===== src/rtl/pffs_pkg.sv =====
// shared constants, types and helper functions of the point force field step
package pffs_pkg;

	localparam int FRAC_BITS   = 16;
	localparam int DW          = 32;
	localparam int RW          = 31;
	localparam int MAG_W       = DW + 1;
	localparam int DSQ_W       = 2 * DW;
	localparam int SQ_W        = 2 * RW;
	localparam int PV_W        = DW + RW;
	localparam int DM_W        = PV_W - FRAC_BITS;
	localparam int EXT_W       = DM_W + 2;
	localparam int PROD_W      = RW + DW;
	localparam int NUM_W       = PROD_W + FRAC_BITS;
	localparam int Q_W         = DW - 1;
	localparam int DIV_STAGES  = Q_W + 1;
	localparam int SQRT_STAGES = DSQ_W / 2;
	localparam int ROOT_W      = DSQ_W / 2;
	localparam int NEAR_RAW    = 2 * FRAC_BITS - 23;
	localparam int NEAR_SH     = (NEAR_RAW < 0) ? 0 : NEAR_RAW;
	localparam int FIFO_DEPTH  = 8;

	localparam logic [DW-1:0] SAT_POS = {1'b0, {(DW-1){1'b1}}};
	localparam logic [DW-1:0] SAT_NEG = {1'b1, {(DW-1){1'b0}}};
	localparam logic [FRAC_BITS:0] ONE = {1'b1, {FRAC_BITS{1'b0}}};
	localparam logic [RW-1:0] RADIUS_RESET = RW'(ONE);

	typedef enum logic [2:0] {
		REG_CENTER_X,
		REG_CENTER_Y,
		REG_FIELD_RADIUS,
		REG_FIELD_FORCE,
		REG_NONLINEAR_MODE,
		REG_LINEAR_DRAG,
		REG_ANGULAR_DRAG,
		REG_FRAME_TIME
	} reg_idx_t;

	typedef struct packed {
		logic signed [DW-1:0] center_x;
		logic signed [DW-1:0] center_y;
		logic        [RW-1:0] field_radius;
		logic signed [DW-1:0] field_force;
		logic                 nonlinear_mode;
		logic signed [DW-1:0] linear_drag_coef;
		logic signed [DW-1:0] angular_drag_coef;
		logic        [RW-1:0] frame_time;
	} cfg_t;

	typedef struct packed {
		logic                 affected;
		logic                 neg_x;
		logic                 neg_y;
		logic signed [DW-1:0] vel_x;
		logic signed [DW-1:0] vel_y;
		logic signed [DW-1:0] vel_a;
	} side_t;

	typedef struct packed {
		side_t                side;
		logic                 mode;
		logic [RW-1:0]        ax;
		logic [RW-1:0]        ay;
		logic [DSQ_W-1:0]     dsq;
		logic [RW-1:0]        q;
		logic [DW-1:0]        fm;
	} item_t;

	function automatic logic [DW-1:0] sat_dw(input logic signed [EXT_W-1:0] x);
		logic [DW-1:0] r;
		if (x > $signed(EXT_W'(SAT_POS)))
			r = SAT_POS;
		else if (x < $signed({{(EXT_W-DW){1'b1}}, SAT_NEG}))
			r = SAT_NEG;
		else
			r = x[DW-1:0];
		return r;
	endfunction

	function automatic logic [DW-1:0] abs_dw(input logic signed [DW-1:0] v);
		logic [DW-1:0] r;
		r = v[DW-1] ? DW'(-v) : DW'(v);
		return r;
	endfunction

	function automatic logic [RW-1:0] drag_k(input logic signed [DW-1:0] coef,
		input logic [RW-1:0] ft);
		logic [FRAC_BITS:0]    c;
		logic [FRAC_BITS+RW:0] p;
		if (coef[DW-1])
			c = '0;
		else if (coef > $signed(DW'(ONE)))
			c = ONE;
		else
			c = coef[FRAC_BITS:0];
		p = c * ft;
		return p[FRAC_BITS +: RW];
	endfunction

endpackage


===== src/rtl/pffs_fifo.sv =====
// short queue of classified items between the front and back parts
module pffs_fifo #(
	parameter int DEPTH = pffs_pkg::FIFO_DEPTH
) (
	input  logic                         clk,
	input  logic                         arst_n,
	input  logic                         push,
	input  pffs_pkg::item_t              push_item,
	input  logic                         pop,
	output pffs_pkg::item_t              head,
	output logic                         head_valid,
	output logic [$clog2(DEPTH+1)-1:0]   count
);
	import pffs_pkg::*;

	localparam int PW = $clog2(DEPTH);
	localparam int CW = $clog2(DEPTH + 1);

	item_t         mem_q [DEPTH];
	logic [PW-1:0] wr_ptr_q, rd_ptr_q;
	logic [CW-1:0] count_q;

	assign head       = mem_q[rd_ptr_q];
	assign head_valid = (count_q != '0);
	assign count      = count_q;

	always_ff @(posedge clk) begin
		if (push)
			mem_q[wr_ptr_q] <= push_item;
	end

	always_ff @(posedge clk or negedge arst_n) begin
		if (!arst_n) begin
			wr_ptr_q <= '0;
			rd_ptr_q <= '0;
			count_q  <= '0;
		end else begin
			if (push)
				wr_ptr_q <= (wr_ptr_q == PW'(DEPTH - 1)) ? '0 : wr_ptr_q + 1'b1;
			if (pop)
				rd_ptr_q <= (rd_ptr_q == PW'(DEPTH - 1)) ? '0 : rd_ptr_q + 1'b1;
			if (push && !pop)
				count_q <= count_q + 1'b1;
			else if (pop && !push)
				count_q <= count_q - 1'b1;
		end
	end

	a_no_overflow: assert property (@(posedge clk) disable iff (!arst_n)
		!(push && !pop && count_q == CW'(DEPTH)))
		else $error("queue overflow");

	a_no_underflow: assert property (@(posedge clk) disable iff (!arst_n)
		pop |-> count_q != '0)
		else $error("queue underflow");

	a_count_track: assert property (@(posedge clk) disable iff (!arst_n)
		(push && !pop) |=> count_q == $past(count_q) + 1'b1)
		else $error("queue count mismatch");

endmodule


===== config.mk =====
export PLATFORM = sky130hd
export DESIGN_NAME = pffs_fifo
export DESIGN_NICKNAME = d
export VERILOG_FILES = /design/src/rtl/pffs_pkg.sv /design/src/rtl/pffs_fifo.sv
export SDC_FILE = /design/constraint.sdc
export NUM_CORES = 2
export LEC_CHECK = 0
export BUFFER_PORTS_ARGS = -buffer_cell sky130_fd_sc_hd__buf_4
export CAP_MARGIN = 25
export CORE_UTILIZATION = 65
export CTS_BUF_LIST = sky130_fd_sc_hd__clkbuf_8 sky130_fd_sc_hd__clkbuf_16
export CTS_CLUSTER_SIZE = 12
export DETAILED_ROUTE_END_ITERATION = 7
export PLACE_DENSITY = 0.89
export SLEW_MARGIN = 20
export SYNTH_ARGS = -nofsm -noshare
export SYNTH_HDL_FRONTEND = slang
export SYNTH_SLANG_ARGS = --single-unit

===== constraint.sdc =====
create_clock -name clk -period 33.4 [get_ports clk]
set_input_delay 6.68 -clock clk [delete_from_list [all_inputs] [get_ports clk]]
set_output_delay 6.68 -clock clk [all_outputs]
set_load 0.02 [all_outputs]

# --- Word level (Yosys, flattened, before mapping) ---
# Memory sizes are Yosys's and may differ from the RTL's.
# Index checks and enable logic that the tools add are counted.
totals:
  mem_bits_rw: 2312
  elab_cells: 22
  memories: 1
  out_inout_bits: 294
  ff_bits: 10
memory_table:
  columns: ["name", "depth", "width", "read_ports", "rd_clocked_by_memory_dff", "write_ports", "line", "rtl"]
  rows:
  - ["mem_q", 8, 289, 1, 0, 1, "pffs_fifo.sv:19", "item_t mem_q [DEPTH];"]
classes:
  addsub: 4
  muxes: 6
  n_reduce_logical: 6
  eq_ne: 2
op_table:
  columns: ["operator", "count"]
  rows:
  - ["4-bit two-way mux", 2]
  - ["3-bit by 1-bit adder with 3-bit output, second input constant", 2]
  - ["3-bit == test, second input constant", 2]
  - ["3-bit two-way mux", 2]
  - ["4-bit by 1-bit adder with 4-bit output, second input constant", 1]
  - ["4-bit nonzero test", 1]
  - ["4-bit by 1-bit subtractor with 4-bit output, second input constant", 1]
  - ["1-bit logical AND", 2]
  - ["1-bit zero test", 2]
  - ["1-bit two-way mux", 2]
  - ["2-bit nonzero test", 1]

# --- Longest topological paths before layout ---
logic_depth:
  depth_word: 4
  ltp_mapped: 7
  ltp_nobuf: 7

# --- Worst setup path after synthesis ---
# No wires, ideal clock.
synth_path:
  path_kind: "input port to flip-flop"
  startpoint: "input push"
  endpoint: "memory mem_q[0][0] in the netlist's numbering (enable)"
  path_slack_ns: 5.904
  stages: 2
  arrival_ns: 26.203
  cell_sequence: "nand2b_1 nor3_1"
synth_via:
  elab_chain_cells: 2
synth_rtl:
  columns: ["element", "line", "rtl"]
  rows:
  - ["start: declaration", "pffs_fifo.sv:7", "input logic push,"]
  - ["1-bit two-way mux", "pffs_fifo.sv:28", "if (push)"]
  - ["1-bit two-way mux (not written as such)", "pffs_fifo.sv:29", "mem_q[wr_ptr_q] <= push_item;"]
  - ["end: declaration", "pffs_fifo.sv:19", null]
# Every way passes these cells.

==> metrics list <==
* Worst-path cell chain: buf_4 > buf_4 > buf_4 > buf_4 > mux4_2 > mux2_2 > buf_4
- For this run, design rule violations remaining after detail routing come to 0.
- Clock Skew: 0.0506 ns
- The first global-routing pass estimated approximately 300,000 um of wire.
- Number of fill cells: approximately 6,300
* Max FO, Critical Path: just over 70
* Number of cells upsized or downsized after cts: 0
* I/O pin cnt: 587
* Worst hold slack: 0.573 ns
* Source of the critical timing path: rd_ptr_q[1]
- Overall routing resource usage: a little under a third
- Counting I/O delays and the setup requirement, the final critical path takes around 13 ns.
- Of the available clock period, the critical path in the final layout requires 39.7%.
- Detail-routed via count per cell: 6.78
* FF/Latch Area: approximately 70,000 um2
- Required time of the worst setup path: between 20 and 30 ns
* Maximum count of clock buffers along a single path: 3
* Number of warnings issued by yosys: 0
* Clock latency on the worst-skew pair: 0.84 ns
* First-pass DRT Iterations: 7
* Clock buffer count from CTS: between 200 and 250
* Number of hold violations in the final report: 0
* Crit path max-delay cell type: sky130_fd_sc_hd__buf_4
* CP dominant cell by count: sky130_fd_sc_hd__buf_4
- TritonCTS built the clock tree.
- Dpl hpwl: around 100,000 um
* Delay of the slowest critical-path stage: 0.93 ns
* CTS root buf: sky130_fd_sc_hd__clkbuf_16
- CP Launch Type: register
* Hold buffer count at CTS: 0
- After clock tree synthesis, the clock-pin slew on the worst setup and hold paths is ~0.06 ns.
- Measured against its own limit, the worst slew margin works out to approximately a quarter.
* Via count of the first global-routing pass: around 42,000
- Final design area excluding fillers: 99,900 um2
* Dominant cell type by area after synthesis: sky130_fd_sc_hd__edfxtp_1
* Grt met3 use: approximately 6.8%
- Once placement finished, the instance area stood at slightly above 90,000 um2.
* Number of cells traversed by the worst register-to-register path: 5
- Placeable Area: approximately 130,000 um2
- The initial utilization of the core area, before any placement, comes to between 60% and 70%.
- CTS HTree Levels: 4
- For hold timing, the worst endpoint is count[2].
* Post CTS Setup Buffer Count: 0
- Pin count of the biggest net entering global routing: approximately 130
- Initial antenna violation count: 38
- Highest attainable clock frequency: 0.0754 GHz
- Number of synthesized register bits: about 2,300
- The die is between 300 and 400 um wide.
* Number of failing setup endpoints in the final timing report: 0
- Number of violations of the max-capacitance limit: 0
- In this run the mean area of a mapped cell was around 26 um2.
- The worst setup path is captured at a primary output.
* Worst R2R Start: wr_ptr_q[0]
- The initialized floorplan defines around 130 standard-cell rows.
- Area grow syn2layout: 14.6%
- Summed negative setup slack over all endpoints: 0 ns
- When the netlist entered floorplanning its net count stood at approximately 3,700.
- In this run the cell area of the synthesized design comes to 87,200 um2.
* RSZ-0062 raised after global routing: false
* Cell depth of the worst min-delay path: 2
- Leakage dissipation: about 32 nW
- The multi-input combinational cells in the finished layout cover a total of ~17,000 um2.
* Drt total wl: approximately 210,000 um
- Share of Yosys cell area claimed by the top area cell type: between 70% and 80%
- Once detail routing completed, the nets flagged for antenna violations numbered 0.
* Remaining Overflow, GRT: 0
- Worst VDD drop: approximately 0.08 mV
- Chip Height: between 300 and 400 um
* Met2 Usage GRT: 52.5%
- For this design the ratio of total power to cell area is 92.0 nW/um2.
- Mapped Cells: approximately 3,400
- In this run the register-to-register setup slack is about 29 ns.
* Most frequent standard cell in the layout excluding fill and tap cells: sky130_fd_sc_hd__edfxtp_1
* Endpoint of the most critical register-to-register path: mem_q[2][185]
- Cell Count Post-Placement: 5,654
* Worst Tran Pin Value: between 1 and 1.5 ns
- Overall via count from detail_route: 40,700
- HP Class: register to register
- Data on the critical path arrives at its endpoint at 6.57 ns.
* Gp weighted congestion: around 0.76
- In this run the most used layer during global routing was met2.
- Drt initial violations: 4,854
* Count of distinct cell types in the synthesized netlist: 25
- The max-slew violation total from the final report was 0.
* Kind of critical path: register to primary output
- Port buffer count: slightly below 600
* Hold path start: count[2]
- Fraction of the yosys area taken by sequential cells: ~80%
- In the final routed layout, each cell accounts on average for roughly 35 um.
* Floorplan die area: around 140,000 um2
* Met1 Track Usage GR: about two fifths
- In the layout the commonest cells are 2,312 x sky130_fd_sc_hd__edfxtp_1, 633 x sky130_fd_sc_hd__buf_4, 578 x sky130_fd_sc_hd__mux4_2, 294 x sky130_fd_sc_hd__mux2_2, 221 x sky130_fd_sc_hd__clkbuf_16.
* Top cells by area in the synthesized netlist: sky130_fd_sc_hd__edfxtp_1 80%, sky130_fd_sc_hd__mux4_2 15%, sky130_fd_sc_hd__mux2_2 3.8%
- For this design, the sink count on the clock tree is ~2,300.
- Total power of the final layout: roughly 9.2 mW
- Outcome: finished, final reports clean
* Final Instance Count excl. Fillers: 5,998
- Fraction of layout instances using a drive strength above 1: a little over two fifths
- In the final design database the tool counted approximately 4,400 nets.
==> registers in the layout, summed over array words and instances (netlist names) <==
signal	flops
wr_ptr_q	3
count	4
rd_ptr_q	3
mem_q	2312
==> stage by stage <==
step / util, % / worst slack [ns]
global route: 74.9 / 19.99
finish: 74.9 / 20.15
detailed placement: 70.2 / 20.74
floorplan: - / 5.90
CTS: 74.8 / 19.77
global placement: 70.2 / 20.88
==> logic make-up after synthesis <==
group | count (synthesis) | share of synthesized area, %
flops | 2322 | 79.9
mux | 873 | 18.7
buf+inv | 166 | 0.993
simple gates | 26 | 0.149
compound gates | 8 | 0.0588
fa+ha+maj | 8 | 0.123
xor+xnor | 2 | 0.0201
==> per-layer routing <==
metal / routed length [um] / part of all wire, % / vias up
li1: - / - / 16100
met5: 142 / 0.068 / -
met2: 110000 / 53 / 2682
met4: 9080 / 4.4 / 22
met3: 19300 / 9.3 / 488
met1: 69400 / 33 / 21400
==> worst max-delay path, delay by kind of cell (launching register included) <==
family,cells,cell delay [ns]
buf+inv,5,3.69
flops,1,0.91
mux,2,0.77
==> where the power goes <==
part | leakage, nW | internal (mW) | total (mW) | switching (mW)
Clock | 3.19 | 1.20 | 2.23 | 1.03
Combinational | 8.04 | 1.40 | 3.16 | 1.75
Sequential | 21.1 | 3.65 | 3.81 | 0.155
==> area by class of cell <==
class | instances | share of cell area [%]
Sequential cell | 2322 | 69.8
Multi-Input combinational cell | 917 | 16.7
Clock buffer | 222 | 5.55
Timing Repair Buffer | 646 | 5.02
Tap cell | 1768 | 2.21
Clock inverter | 87 | 0.618
Antenna cell | 32 | 0.0802
Inverter | 4 | 0.0150
==> synth_stat cells <==
| cell | instances |
|---|---|
| sky130_fd_sc_hd__nand3_1 | 2 |
| sky130_fd_sc_hd__nand2_1 | 5 |
| sky130_fd_sc_hd__nor3_1 | 3 |
| sky130_fd_sc_hd__o21ai_0 | 3 |
| sky130_fd_sc_hd__buf_2 | 56 |
| sky130_fd_sc_hd__buf_1 | 24 |
| sky130_fd_sc_hd__o211ai_1 | 2 |
| sky130_fd_sc_hd__xnor2_1 | 2 |
| sky130_fd_sc_hd__mux4_2 | 578 |
| sky130_fd_sc_hd__fa_1 | 1 |
| sky130_fd_sc_hd__buf_6 | 23 |
| sky130_fd_sc_hd__mux2_2 | 294 |
| sky130_fd_sc_hd__edfxtp_1 | 2312 |
| sky130_fd_sc_hd__nor2_1 | 8 |
| sky130_fd_sc_hd__nand2b_1 | 2 |
| sky130_fd_sc_hd__mux2i_1 | 1 |
| sky130_fd_sc_hd__inv_1 | 4 |
| sky130_fd_sc_hd__or3_1 | 1 |
| sky130_fd_sc_hd__or4_1 | 2 |
| sky130_fd_sc_hd__nand3b_1 | 3 |
| sky130_fd_sc_hd__a21oi_1 | 2 |
| sky130_fd_sc_hd__ha_1 | 7 |
| sky130_fd_sc_hd__dfrtp_1 | 10 |
| sky130_fd_sc_hd__clkbuf_1 | 59 |
| sky130_fd_sc_hd__a2111o_1 | 1 |
==> worst max path at each step <==
stage | to | cells after the start
after floorplan | mem_q[0][0] | 2
after global placement | head[203] | 7
after detailed placement | head[189] | 7
after CTS | head[283] | 7
after global routing | head[241] | 8
final | head[237] | 7
Note: power is estimated with default switching activity, not from simulation.
